--- src/qrs_pkg.sv ---
// Shared types and constants for the quadratic root solver.
// No dependencies; used by every module of the block.
`default_nettype none

package qrs_pkg;

    localparam int COEF_W    = 16;
    localparam int EPS_W     = 15;
    localparam int DISC_W    = 35;
    localparam int SQRT_IN_W = 64;
    localparam int SQRT_W    = 32;
    localparam int NUM_W     = 34;
    localparam int QUOT_W    = 35;

    localparam logic [1:0] CNT_NONE = 2'd0;
    localparam logic [1:0] CNT_ONE  = 2'd1;
    localparam logic [1:0] CNT_TWO  = 2'd2;
    localparam logic [1:0] CNT_INF  = 2'd3;

    localparam logic REG_EPSILON = 1'b0;

    // Which divisions an item needs.
    typedef enum logic [2:0] {
        KIND_NONE = 3'd0,
        KIND_LIN  = 3'd1,
        KIND_CZ2  = 3'd2,
        KIND_DBL  = 3'd3,
        KIND_TWO  = 3'd4
    } kind_t;

    typedef struct packed {
        logic [1:0]              count;
        kind_t                   kind;
        logic signed [COEF_W-1:0] a;
        logic signed [COEF_W-1:0] b;
        logic signed [COEF_W-1:0] c;
    } sq_side_t;

endpackage

`default_nettype wire

--- src/qrs_sqrt_pipe.sv ---
// Pipelined digit-by-digit integer square root, one result bit per stage.
// Depends on qrs_pkg for widths.
`default_nettype none

module qrs_sqrt_pipe #(
    parameter int SIDE_W = 1
) (
    input  wire logic                           clk,
    input  wire logic                           rst_n,
    input  wire logic                           in_valid,
    input  wire logic [qrs_pkg::SQRT_IN_W-1:0]  radicand,
    input  wire logic [SIDE_W-1:0]              side_in,
    output logic                                out_valid,
    output logic [qrs_pkg::SQRT_W-1:0]          root,
    output logic [SIDE_W-1:0]                   side_out
);

    localparam int STAGES = qrs_pkg::SQRT_W;
    localparam int RW     = qrs_pkg::SQRT_W + 2;

    logic                            valid_reg [STAGES];
    logic [qrs_pkg::SQRT_IN_W-1:0]   rad_reg   [STAGES];
    logic [RW-1:0]                   rem_reg   [STAGES];
    logic [qrs_pkg::SQRT_W-1:0]      root_reg  [STAGES];
    logic [SIDE_W-1:0]               side_reg  [STAGES];

    for (genvar k = 0; k < STAGES; k++) begin : g_stage
        logic                          v_in;
        logic [qrs_pkg::SQRT_IN_W-1:0] rad_in;
        logic [RW-1:0]                 rem_in;
        logic [qrs_pkg::SQRT_W-1:0]    root_in;
        logic [SIDE_W-1:0]             side_k;
        logic [RW+1:0]                 rem_shift;
        logic [RW+1:0]                 trial;
        logic                          take;
        logic [RW-1:0]                 rem_next;
        logic [qrs_pkg::SQRT_W-1:0]    root_next;

        if (k == 0) begin : g_first
            assign v_in    = in_valid;
            assign rad_in  = radicand;
            assign rem_in  = '0;
            assign root_in = '0;
            assign side_k  = side_in;
        end
        else begin : g_rest
            assign v_in    = valid_reg[k-1];
            assign rad_in  = rad_reg[k-1];
            assign rem_in  = rem_reg[k-1];
            assign root_in = root_reg[k-1];
            assign side_k  = side_reg[k-1];
        end

        always_comb
        begin
            rem_shift = {rem_in, rad_in[qrs_pkg::SQRT_IN_W-1 -: 2]};
            trial     = {2'b00, root_in, 2'b01};
            take      = (rem_shift >= trial);
            rem_next  = take ? RW'(rem_shift - trial) : RW'(rem_shift);
            root_next = {root_in[qrs_pkg::SQRT_W-2:0], take};
        end

        always_ff @(posedge clk or negedge rst_n)
        begin
            if (!rst_n)
            begin
                valid_reg[k] <= 1'b0;
            end
            else
            begin
                valid_reg[k] <= v_in;
            end
        end

        always_ff @(posedge clk)
        begin
            rad_reg[k]  <= {rad_in[qrs_pkg::SQRT_IN_W-3:0], 2'b00};
            rem_reg[k]  <= rem_next;
            root_reg[k] <= root_next;
            side_reg[k] <= side_k;
        end
    end

    assign out_valid = valid_reg[STAGES-1];
    assign root      = root_reg[STAGES-1];
    assign side_out  = side_reg[STAGES-1];

endmodule

`default_nettype wire

--- config.mk ---
export PLATFORM = sky130hd
export DESIGN_NAME = qrs_sqrt_pipe
export DESIGN_NICKNAME = d
export VERILOG_FILES = /design/src/qrs_pkg.sv /design/src/qrs_sqrt_pipe.sv
export SDC_FILE = /design/constraint.sdc
export NUM_CORES = 2
export LEC_CHECK = 0
export BUFFER_PORTS_ARGS = -buffer_cell sky130_fd_sc_hd__buf_2
export CAP_MARGIN = 20
export CORE_MARGIN = 1
export CORE_UTILIZATION = 40
export CTS_CLUSTER_DIAMETER = 100
export DETAILED_ROUTE_END_ITERATION = 8
export PLACE_DENSITY_LB_ADDON = 0.3
export SETUP_SLACK_MARGIN = 0.15
export SYNTH_ARGS = -nofsm -noshare
export SYNTH_HDL_FRONTEND = slang
export SYNTH_MEMORY_MAX_BITS = 65536
export SYNTH_SLANG_ARGS = --single-unit
--- constraint.sdc ---
create_clock -name clk -period 4.2 [get_ports clk]
set_input_delay 0.42 -clock clk [delete_from_list [all_inputs] [get_ports clk]]
set_output_delay 0.42 -clock clk [all_outputs]
set_load 0.005 [all_outputs]
### After elaboration in Yosys (flattened, before gate mapping)

Memories as Yosys holds them, arrays and structs flattened.
Index checks and enable logic that the tools add are counted.

| word-level totals | value |
|---|---|
| word-level logic and storage cells | 132 |
| RAM bits | 4128 |
| output and inout port bits | 34 |
| memories kept | 4 |
| input port bits | 68 |
| register bits | 32 |

| operators by class | value |
|---|---|
| add/subtract/negate cells | 32 |
| multiplexer cells | 32 |
| order comparisons | 32 |

Memories:

| memory | words | bits a word | read ports | clocked after memory_dff | wr ports | line | source |
|---|---|---|---|---|---|---|---|
| rad_reg | 32 | 62 | 31 | 0 | 32 | qrs_sqrt_pipe.sv:22 | `logic [qrs_pkg::SQRT_IN_W-1:0] rad_reg [STAGES];` |
| rem_reg | 32 | 34 | 31 | 0 | 32 | qrs_sqrt_pipe.sv:23 | `logic [RW-1:0] rem_reg [STAGES];` |
| root_reg | 32 | 32 | 32 | 0 | 32 | qrs_sqrt_pipe.sv:24 | `logic [qrs_pkg::SQRT_W-1:0] root_reg [STAGES];` |
| side_reg | 32 | 1 | 32 | 0 | 32 | qrs_sqrt_pipe.sv:25 | `logic [SIDE_W-1:0] side_reg [STAGES];` |

Operator list:

| cell | count |
|---|---|
| $ge A36 B34 Y1 | 31 |
| $mux W34 | 32 |
| $sub A34 B34 Y34 | 31 |
| $sub A2 B1 Y3 const B | 1 |
| $ge A2 B1 Y1 const B | 1 |

### Longest topological paths before layout

An unclocked memory read counts as a cell.

| logic depth | value |
|---|---|
| depth in word-level cells | 3 |
| depth in mapped cells | 15 |

### Worst setup path before layout

Ideal clock, no wire load.

| path | value |
|---|---|
| kind | reg2reg |
| from | memory rad_reg[1][742] (netlist name) |
| to | memory rem_reg[1][437] (netlist name) |
| setup slack | 0.610 ns |
| arrival | 3.462 ns |
| clock period less this slack | 3.590 ns |
| buffers on the path | 2 |
| data required time | 4.072 ns |
| setup time | 0.128 ns |
| cell stages (with the launch flop) | 13 |
| cells stage by stage | dfxtp_1 -> inv_1 -> ha_1 -> nand2b_1 -> a211o_1 -> a311o_1 -> a31oi_1 -> a221oi_1 -> o41a_1 -> o41ai_1 -> clkbuf_1 -> clkbuf_1 -> o22ai_1 |

RTL lines:

| item | line |
|---|---|
| from (decl) | qrs_sqrt_pipe.sv:22 |
| to (decl) | qrs_sqrt_pipe.sv:23 |

==> key figures <==
Setup path
  – WP depth: 10
  – CP Capture Type: flop
  – Worst path cell trace: or4_1, or3_1, or3_1, or3_1, or4_1, or4_1, o211a_4, nand2b_2, nor4_1, xor2_1
  – CP startpoint kind: flop
  – Worst Path Max Fanout: 8
  – Buf/Inv on CP: 0
  – CP arrival: 4.57 ns
  – Crit-path slowest cell: or4_1
  – Crit Path Category: reg2reg
  – WP data required: 4.96 ns
  – Crit-path max cell delay: 0.62 ns
  – Reg2reg path depth: 10
  – Crit path max-delay family: simple AND/OR/NAND/NOR gates

Power
  – Sw Share: 27.1%
  – Power Dens Cells: 618 nW/um2
  – Combinational share of power: 14.7%
  – Sequential Power Share: 47.3%
  – Pint: 48.4 mW
  – Clock Power Share: 38.0%
  – Psw: 18.0 mW
  – VDD IR max: 464 uV
  – P_leak: 50.4 nW

Yosys
  – Synth area leaders: dfxtp_1 55%, ha_1 7.6%, xnor2_1 4.2%, xor2_1 3.8%, a21oi_1 3.1%
  – Post-Synthesis Cells: 8951
  – Synth async-reset ratio: 1.24%
  – Post-synth EDFFs: 0
  – Synth warn: 0
  – FF+latch count, synth: 2587
  – Top FF cell, synth: dfxtp_1
  – Share of the synthesized area in the top cell type: 55.2%
  – Average cell area after synthesis: 10.4 um2
  – Most common library cells after synthesis: 2555 x dfxtp_1, 697 x inv_1, 580 x nor2_1
  – Sequential cell area fraction in the yosys report: 56.1%
  – Largest area contributor in the netlist: dfxtp_1
  – Count leader, synth: dfxtp_1
  – Syn_nets: 9581
  – Post-Syn Area: 92700 um2
  – Post-synth cell types: 80

Place
  – Dpl hpwl: 148000 um
  – Placed insts: 12000
  – Gpl congestion: 0.888
  – DP Area: 97000 um2
  – PortBufs: 101
  – Placement Setup Slack: 0.381 ns

Floorplanning
  – Area of the die: 234000 um2
  – Die Wd: 483 um
  – Cell row count: 176
  – Core ar.: 230000 um2
  – Die height: 483 um
  – IO Count: 102
  – Initial Util: 40.3%

Finish
  – Max FFs per register: 1003
  – # nets final: 9963
  – Area Growth Syn to Fin: 15.9%
  – Filler instances: 21100
  – Final Cell Area: 107000 um2
  – Cell Count, Final, Fillers Out: 12600
  – Share of layout cells above drive strength 1: 8.52%

STA
  – RSZ-0062 raised after global routing: no
  – Final min period: 3.81 ns
  – Post-route setup slack: 0.389 ns
  – Skew final: 0.0761 ns
  – Achievable Freq: 0.262 GHz
  – Max-slew violations: 0
  – Tightest Pin Transition: 0.994 ns
  – Fin Setup TNS: 0 ns
  – Setup Viol. Count Final: 0
  – Final period util: 90.7%
  – Final hold vios: 0
  – Relative slew slack: 33.7%

Worst hold path
  – Tightest Hold Check Type: in2async

Run status
  – Status: complete, no violations

Clock tree
  – Clock latency on the worst-skew pair: 0.91 ns
  – Post-CTS Setup Inserts: 0
  – Clock Pin Slew Worst Setup and Hold Paths: 0.06 ns
  – CTS tree: built
  – Sink Count: 2587
  – CTS root buf: clkbuf_16
  – Clk buf depth: 4
  – Htree depth: 5
  – CTS buffer count: 291

GRT
  – Number of global-route vias before repair: 61900
  – Gr usage total: 16.8%
  – Maximum number of pins on one net before global-route repair: 52
  – First-pass GRT wire length: 323000 um
  – Initial antenna violation count: 4
  – Remaining Overflow, GRT: 0

Detailed routing
  – Post-DR wirelength/cell: 15.9 um
  – Drt drc: 0
  – DR vias/cell: 4.93
  – Post-route ant nets: 0
  – Post-Route WL: 199000 um
  – Pre-antenna DRT Iters: 7
  – Drt initial violations: 3337
  – Routed vias: 61900

Flow run
  – Max-cap viol count: 0
[cell families after synthesis]
kind of cell             Yosys count  share of synthesized area [%]
flip-flops                      2587                           56.1
AND/OR/NAND/NOR                 2243                           11.9
multiplexers                     106                           1.27
XOR/XNOR                         852                           8.05
AO/OA/AOI/OAI                   1752                           11.7
other                              1                        0.00405
adder cells (fa/ha/maj)          562                           7.59
buffers and inverters            848                           3.45
[area by class of cell]
cell class	count	area (um2)	share of cell area, %
antenna	1	2.50	0.00233
clock buffer	380	8220	7.65
clock inverter	121	1470	1.37
inverter	701	2630	2.45
multi-input combinational	5516	37600	35.0
sequential	2587	51900	48.4
tap	3026	3790	3.52
timing repair buffer	236	1740	1.62
[metrics by stage]
stage	util [%]	hold slack (ns)	power [mW]
floorplan	-	0.124	38.3
global placement	42.2	0.309	41.4
detailed placement	42.2	0.312	41.5
CTS	46.7	0.0556	67.3
global route	46.7	0.0698	69.9
finish	46.7	0.123	66.4
[timing repair]
action                    in CTS  in global routing
hold buffers                  68                  0
hold endpoints to repair      99                  0
gates resized for setup        0                  0
[placed cells by master, fill, tap and decap left out, types with 45 or more instances in the layout]
master and instances:
or3_1 91, nor2_1 579, mux2_2 95, and3_1 46, nand3_1 127, nand2b_1 122, dlygate4sd3_1 68, nor3_1 194
o21ai_0 430, a21oi_1 565, buf_2 102, ha_1 562, o21bai_1 45, nor2b_1 79, clkbuf_8 54, clkbuf_16 294
o21a_1 103, clkinv_2 52, buf_4 62, xor2_1 404, xnor2_1 448, dfxtp_1 2555, nand2_1 572, nor4_1 111
inv_1 697, o31ai_1 46, or4_1 45, a21o_1 255, nand4_1 113
[power groups by stage]
stage                     logic [mW]  clock network (mW)  registers, mW
after floorplan                 7.52                   0           30.8
after global placement          9.48                   0           32.0
after detailed placement        9.60                   0           31.9
after CTS                       9.76                26.0           31.5
after global routing            10.9                27.1           31.9
final                           9.75                25.2           31.4
[layer usage]
metal | share of wire [%] | wire (um) | track usage (%) | up-vias
met5 | 0 | 0 | 0 | -
met4 | 4.0 | 8020 | 7.28 | 0
met3 | 3.5 | 7060 | 2.52 | 457
met2 | 47 | 92900 | 28.3 | 1205
met1 | 46 | 91200 | 21.4 | 29000
li1 | - | - | - | 31300
[final timing paths]
check	slack, ns	start	to
setup / recovery	0.39	rem_reg[0][395]	rem_reg[0][431]
hold / removal	0.12	rst_n	g_stage[31].v_in
setup reg to reg	0.39	rem_reg[0][395]	rem_reg[0][431]
hold reg to reg	0.29	rad_reg[0][781]	rad_reg[0][845]
max in group asynchronous	3.58	rst_n	g_stage[10].v_in
min in group clk	0.13	radicand[11]	rad_reg[0][11]
[worst reg2reg max path: cells and delay by family, from the launching register on]
family / cells / cell delay, ns
AND/OR/NAND/NOR: 8 / 3.03
flip-flops: 1 / 0.31
AO/OA/AOI/OAI: 1 / 0.20
XOR/XNOR: 1 / 0.14
(Power assumes the default switching activity.)
