**config.mk**
```make
export PLATFORM = sky130hd
export DESIGN_NAME = qrs_div_pipe
export DESIGN_NICKNAME = d
export VERILOG_FILES = /design/src/qrs_pkg.sv /design/src/qrs_div_pipe.sv
export SDC_FILE = /design/constraint.sdc
export NUM_CORES = 2
export LEC_CHECK = 0
export BUFFER_PORTS_ARGS = -buffer_cell sky130_fd_sc_hd__buf_2
export CAP_MARGIN = 15
export CORE_MARGIN = 1
export CORE_UTILIZATION = 55
export DETAILED_ROUTE_END_ITERATION = 8
export GPL_ROUTABILITY_DRIVEN = 0
export GPL_TIMING_DRIVEN = 0
export PLACE_DENSITY_LB_ADDON = 0.15
export SYNTH_ARGS = -nofsm -noshare
export SYNTH_HDL_FRONTEND = slang
export SYNTH_SLANG_ARGS = --single-unit
```
**constraint.sdc**
```tcl
create_clock -name clk -period 4.8 [get_ports clk]
set_input_delay 0.72 -clock clk [delete_from_list [all_inputs] [get_ports clk]]
set_output_delay 0.72 -clock clk [all_outputs]
set_load 0.05 [all_outputs]
```
**src/qrs_pkg.sv**
```systemverilog
// Shared types and constants for the quadratic root solver.
// No dependencies; used by every module of the block.
`default_nettype none

package qrs_pkg;

    localparam int COEF_W    = 16;
    localparam int EPS_W     = 15;
    localparam int DISC_W    = 35;
    localparam int SQRT_IN_W = 64;
    localparam int SQRT_W    = 32;
    localparam int NUM_W     = 34;
    localparam int QUOT_W    = 35;

    localparam logic [1:0] CNT_NONE = 2'd0;
    localparam logic [1:0] CNT_ONE  = 2'd1;
    localparam logic [1:0] CNT_TWO  = 2'd2;
    localparam logic [1:0] CNT_INF  = 2'd3;

    localparam logic REG_EPSILON = 1'b0;

    // Which divisions an item needs.
    typedef enum logic [2:0] {
        KIND_NONE = 3'd0,
        KIND_LIN  = 3'd1,
        KIND_CZ2  = 3'd2,
        KIND_DBL  = 3'd3,
        KIND_TWO  = 3'd4
    } kind_t;

    typedef struct packed {
        logic [1:0]              count;
        kind_t                   kind;
        logic signed [COEF_W-1:0] a;
        logic signed [COEF_W-1:0] b;
        logic signed [COEF_W-1:0] c;
    } sq_side_t;

endpackage

`default_nettype wire

```
**src/qrs_div_pipe.sv**
```systemverilog
// Pipelined signed divider that rounds to nearest, ties away from zero.
// One quotient bit per stage after the input register; depends on qrs_pkg for widths.
`default_nettype none

module qrs_div_pipe #(
    parameter int SIDE_W = 1
) (
    input  wire logic                              clk,
    input  wire logic                              rst_n,
    input  wire logic                              in_valid,
    input  wire logic signed [qrs_pkg::NUM_W-1:0]  num,
    input  wire logic signed [qrs_pkg::COEF_W-1:0] den,
    input  wire logic [SIDE_W-1:0]                 side_in,
    output logic                                   out_valid,
    output logic signed [qrs_pkg::QUOT_W-1:0]      quot,
    output logic [SIDE_W-1:0]                      side_out
);

    localparam int NW     = qrs_pkg::NUM_W;
    localparam int DW     = qrs_pkg::COEF_W + 1;
    localparam int STAGES = NW + 1;

    logic              valid_reg [STAGES];
    logic [NW-1:0]     nq_reg    [STAGES];
    logic [DW-1:0]     dv_reg    [STAGES];
    logic [DW-1:0]     rem_reg   [STAGES];
    logic              neg_reg   [STAGES];
    logic [SIDE_W-1:0] side_reg  [STAGES];

    logic [NW-2:0]                 n_mag;
    logic [qrs_pkg::COEF_W-1:0]    d_mag;
    logic [NW-1:0]                 dividend;

    // Rounding: floor((2|n| + |d|) / (2|d|)).
    always_comb
    begin
        n_mag    = num[NW-1] ? (NW-1)'(-num) : (NW-1)'(num);
        d_mag    = den[qrs_pkg::COEF_W-1] ? qrs_pkg::COEF_W'(-den) : qrs_pkg::COEF_W'(den);
        dividend = {n_mag, 1'b0} + NW'(d_mag);
    end

    always_ff @(posedge clk or negedge rst_n)
    begin
        if (!rst_n)
        begin
            valid_reg[0] <= 1'b0;
        end
        else
        begin
            valid_reg[0] <= in_valid;
        end
    end

    always_ff @(posedge clk)
    begin
        nq_reg[0]   <= dividend;
        dv_reg[0]   <= {d_mag, 1'b0};
        rem_reg[0]  <= '0;
        neg_reg[0]  <= num[NW-1] ^ den[qrs_pkg::COEF_W-1];
        side_reg[0] <= side_in;
    end

    for (genvar k = 1; k < STAGES; k++) begin : g_stage
        logic [DW:0]   rem_shift;
        logic          take;
        logic [DW-1:0] rem_next;
        logic [NW-1:0] nq_next;

        always_comb
        begin
            rem_shift = {rem_reg[k-1], nq_reg[k-1][NW-1]};
            take      = (rem_shift >= {1'b0, dv_reg[k-1]});
            rem_next  = take ? DW'(rem_shift - {1'b0, dv_reg[k-1]}) : DW'(rem_shift);
            nq_next   = {nq_reg[k-1][NW-2:0], take};
        end

        always_ff @(posedge clk or negedge rst_n)
        begin
            if (!rst_n)
            begin
                valid_reg[k] <= 1'b0;
            end
            else
            begin
                valid_reg[k] <= valid_reg[k-1];
            end
        end

        always_ff @(posedge clk)
        begin
            nq_reg[k]   <= nq_next;
            dv_reg[k]   <= dv_reg[k-1];
            rem_reg[k]  <= rem_next;
            neg_reg[k]  <= neg_reg[k-1];
            side_reg[k] <= side_reg[k-1];
        end
    end

    assign out_valid = valid_reg[STAGES-1];
    assign quot      = neg_reg[STAGES-1] ? -$signed({1'b0, nq_reg[STAGES-1]})
                                         :  $signed({1'b0, nq_reg[STAGES-1]});
    assign side_out  = side_reg[STAGES-1];

endmodule

`default_nettype wire

```
* After elaboration in Yosys (flattened, before gate mapping) *
Memory sizes are Yosys's and may differ from the RTL's.
Cells that the tools add are included.

word-level totals
  register bits = 35
  bits in writable memories = 2,450
  input port bits = 54
  output and inout bits = 37
  memories kept = 5

cells by class
  add/sub/neg operators = 38
  $lt $le $gt $ge = 34
  mux-type cells = 37
  bitwise gates (word level) = 1

memory list
  name      depth  bits a word  read ports  clocked after memory_dff  write ports  line                source
  nq_reg    35     34           35          0                         35           qrs_div_pipe.sv:24  logic [NW-1:0] nq_reg [STAGES];
  dv_reg    35     17           34          0                         35           qrs_div_pipe.sv:25  logic [DW-1:0] dv_reg [STAGES];
  rem_reg   35     17           34          0                         35           qrs_div_pipe.sv:26  logic [DW-1:0] rem_reg [STAGES];
  neg_reg   35     1            35          0                         35           qrs_div_pipe.sv:27  logic neg_reg [STAGES];
  side_reg  35     1            35          0                         35           qrs_div_pipe.sv:28  logic [SIDE_W-1:0] side_reg [STAGES];

operator list
  cell                            number
  >= comparator 18 x 17 -> 1 bit  34
  two-way mux 17 bit              34
  subtractor 17 bit               34
  two-way mux 35 bit              1
  negation 34 -> 35 bit           1
  adder 34 x 16 -> 34 bit         1
  two-way mux 33 bit              1
  negation 33 bit                 1
  two-way mux 16 bit              1
  negation 16 bit                 1
  XOR 1 bit                       1

* Depth between registers and ports, before layout *
  depth in word-level cells = 3
  gate-level depth with buffers = 17
  depth with buffers taken out = 17

* Least setup slack after synthesis *
No wires, ideal clock.

  path kind = input-to-reg
  from = input num[33] in the netlist's numbering
  to = memory nq_reg[0][32] in the netlist's numbering
  arrival = 4.779 ns
  data required time = 4.728 ns
  setup slack = -0.051 ns
  stages on the path = 16
  cells stage by stage = clkbuf_1 > clkbuf_1 > clkbuf_1 > clkbuf_1 > o21ai_0 > xnor2_1 > ha_1 > o21ai_0 > a21oi_1 > a31oi_1 > or3_1 > maj3_1 > o311a_1 > or4_4 > nor3b_1 > xor2_1

RTL lines
  what                line                source
  start: declaration  qrs_div_pipe.sv:11  input wire logic signed [qrs_pkg::NUM_W-1:0] num,
  end: declaration    qrs_div_pipe.sv:24

==> flow_metrics.env <==
export IMPL_drtPass1Iterations=8
export IMPL_fin_crit_ns=4.84
export IMPL_cts_root_buffer="clkbuf_16"
export IMPL_numCtsBuffers=218
export IMPL_nNetsFinal=8158
export IMPL_fp_row_count=139
export IMPL_synth_compound_area_share_pct=10.3
export IMPL_yosys_warnings=0
export IMPL_slew_viol_final=0
export IMPL_post_route_cell_area_um2=90900
export IMPL_power_frac_clock_pct=24.7
export IMPL_cp_start_kind="flip-flop"
export IMPL_htree_levels=4
export IMPL_p_seq_share_pct=40.4
export IMPL_r2r_end="rem_reg[2][11]"
export IMPL_total_power_uw=72400
export IMPL_wl_um=145000
export IMPL_leakagePower_uw=0.0404
export IMPL_whs_path_depth=1
export IMPL_syn_mean_instance_area_um2=11.1
export IMPL_largest_reg_flops=1189
export IMPL_combPwrFrac_pct=35.0
export IMPL_clock_sinks=2366
export IMPL_synth_yosys_seq_area_share_pct=59.5
export IMPL_dpl_cell_area_um2=82700
export IMPL_synthArstFlopShare_pct=1.48
export IMPL_fin_ws_ns=-0.0385
export IMPL_fp_dieArea_um2=147000
export IMPL_grt_max_degree=36
export IMPL_holdPathEnd="nq_reg[0][0]"
export IMPL_synth_cell_types=77
export IMPL_holdWs_ns=0.0929
export IMPL_route_detailed_drc=2
export IMPL_die_w_um=383
export IMPL_num_fill_cells=11100
export IMPL_clock_skew_ns=0.0368
export IMPL_tightest_slew_ns=1.19
export IMPL_cp_slowest_cell="or4_4"
export IMPL_path_cells="or4_4 -> nor4_4 -> nand2_2 -> nor2_4 -> nand2_4 -> or3_4 -> or3_4 -> or3_4 -> o41ai_4 -> xnor2_1 -> buf_4"
export IMPL_rr_startpoint="dv_reg[1][2]"
export IMPL_internal_power_uw=48400
export IMPL_final_util_pct=63.2
export IMPL_antenna_found_initial=1
export IMPL_cts_tree="yes"
export IMPL_pin_count=91
export IMPL_worstHoldStart="den[0]"
export IMPL_p_sw_share_pct=33.2
export IMPL_clkLatencyLatePin_ns=0.83
export IMPL_worst_setup_path_end_kind="output port"
export IMPL_dr_first_iter_drc_count=2328
export IMPL_path_common_cell="or3_4"
export IMPL_dp_cells=9183
export IMPL_met3_length_um=5610
export IMPL_syn_to_final_growth_pct=13.9
export IMPL_violations="DRC, setup timing"
export IMPL_grt_overflow=0
export IMPL_fmax_mhz=207
export IMPL_start_util_pct=55.5
export IMPL_synth_edf_count=0
export IMPL_rsz0062_at_grt="true"
export IMPL_netlist_top_cells_area="dfxtp_1, ha_1, inv_1, mux2_2, xnor2_1"
export IMPL_hold_class="primary input to flip-flop"
export IMPL_synthCells=7183
export IMPL_powerDensity_nw_per_um2=796
export IMPL_path_class="flip-flop to output port"
export IMPL_finalHoldViolations=0
export IMPL_synth_area_um2=79800
export IMPL_yosys_area_share_simple_pct=8.44
export IMPL_maxCapViolations=0
export IMPL_synth_top_family_by_area="compound AO/OA/AOI/OAI gates"
export IMPL_wire_per_inst_um=15.1
export IMPL_synth_top_cell_area_share_pct=58.4
export IMPL_track_usage_pct=19.8
export IMPL_dr_wl_met2_um=68200
export IMPL_hpwl_um=107000
export IMPL_synth_adder_area_share_pct=9.37
export IMPL_synthTopCellsByCount="dfxtp_1, inv_1, ha_1"
export IMPL_grt_pass1_vias=48300
export IMPL_crit_arrival_ns=4.12
export IMPL_num_vias=48800
export IMPL_ant_nets=0
export IMPL_path_clk_slew_ns=0.06
export IMPL_clockBufferDepth=3
export IMPL_synth_ff_type="dfxtp_1"
export IMPL_synthMuxAreaShare_pct=3.87
export IMPL_period_share_pct=101
export IMPL_portBuffers=88
export IMPL_core_um2=144000
export IMPL_outcome="finished, violations left"
export IMPL_peakVddDrop_v=0.000365
export IMPL_relSlewSlack_pct=20.6
export IMPL_critPathMaxFanout=4
export IMPL_met1Wirelength_um=67200
export IMPL_cpPeakStageDelay_ns=0.57
export IMPL_reg2reg_slack_ns=0.44
export IMPL_setup_viol=3
export IMPL_instances_no_fill=9619
export IMPL_switching_power_uw=24000
export IMPL_synth_largest_area_cell="dfxtp_1"
export IMPL_via_per_inst=5.07
export IMPL_synth_most_common_cell="dfxtp_1"
export IMPL_top_layer="met4"
export IMPL_cp_required_ns=4.08
export IMPL_synth_xor_area_share_pct=4.51
export IMPL_grt_pass1_wl_um=238000
export IMPL_rr_worst_depth=13
export IMPL_drive_above_1_share_pct=10.5
export IMPL_die_h_um=383
export IMPL_ys_seq_elements=2366
## per-stage QoR
stage	worst slack, ns	TNS, ns
after floorplan	0.0632	0
after global placement	-0.903	-6.45
after detailed placement	-0.961	-7.50
after CTS	-0.108	-0.238
after global routing	-0.205	-0.835
final	-0.0385	-0.0740
## cells in the final DEF (no fill, tap or decap), drive strengths merged, types with 24 or more instances in the layout
cell and n:
mux2 230, mux2i 50, nor3 94, o21bai 31
dfxtp 2331, buf 119, nand3 48, o41ai 39
nand4 70, clkbuf 383, a21oi 246, nor4 24
nand2 502, nor2 338, o31ai 115, a21o 74
nand2b 65, a211oi 36, xnor2 284, o21ai 439
o21a 59, nor2b 106, a31oi 38, bufinv 26
dfrtp 35, fa 33, xor2 127, clkinv 63
a21boi 91, inv 769, nand4b 26, ha 544
or3 30
## cells by family after synthesis
| kind of cell | Yosys count |
|---|---|
| fa+ha+maj | 578 |
| buf+inv | 851 |
| xor+xnor | 411 |
| flops | 2366 |
| simple gates | 1406 |
| other cells | 1 |
| compound gates | 1290 |
| mux | 280 |
## layer usage
| metal | GRT usage, % | vias to the layer above |
|---|---|---|
| met5 | 0 | - |
| met4 | 7.55 | 0 |
| met3 | 2.99 | 310 |
| met2 | 33.5 | 996 |
| met1 | 25.4 | 22500 |
| li1 | - | 24900 |
## critical path: cells and delay by family, from the launching register on
kind            cells  cell delay (ns)
compound gates      1             0.23
xor+xnor            1             0.15
buf+inv             1             0.21
flops               1             0.32
simple gates        8             2.38
## layout make-up
cell class	instances	area (µm²)	area share, %
repair buffers	117	714	0.786
clock buffers	292	6220	6.84
inverters	755	2830	3.12
well taps	1903	2380	2.62
diodes	1	2.50	0.00275
plain buffers	96	372	0.409
clock inverters	116	1550	1.70
multi-input cells	3973	29300	32.2
flip-flops and latches	2366	47500	52.3
## worst max-delay path by stage
stage,startpoint,to
finish,nq_reg[34][5],quot[32]
CTS,nq_reg[34][5],quot[31]
detailed placement,num[33],nq_reg[0][26]
global placement,num[33],nq_reg[0][26]
floorplan,num[33],nq_reg[0][32]
global route,nq_reg[34][5],quot[32]
## repair_timing
item                                    CTS  global route
pin swaps                                 3             3
endpoints found under the setup margin   16            23
endpoints found under the hold margin    37             0
buffers inserted                         23             2
gates resized for setup                  34            30
hold buffers                              3             0
## power by group through the flow
stage	combinational, µW	sequential, µW	clock (µW)
floorplan	19800	28400	0
global placement	24300	29500	0
detailed placement	24800	29600	0
CTS	25200	29300	18300
global route	28300	29900	19200
finish	25300	29200	17900
Note: power is estimated with default switching activity, not from simulation.
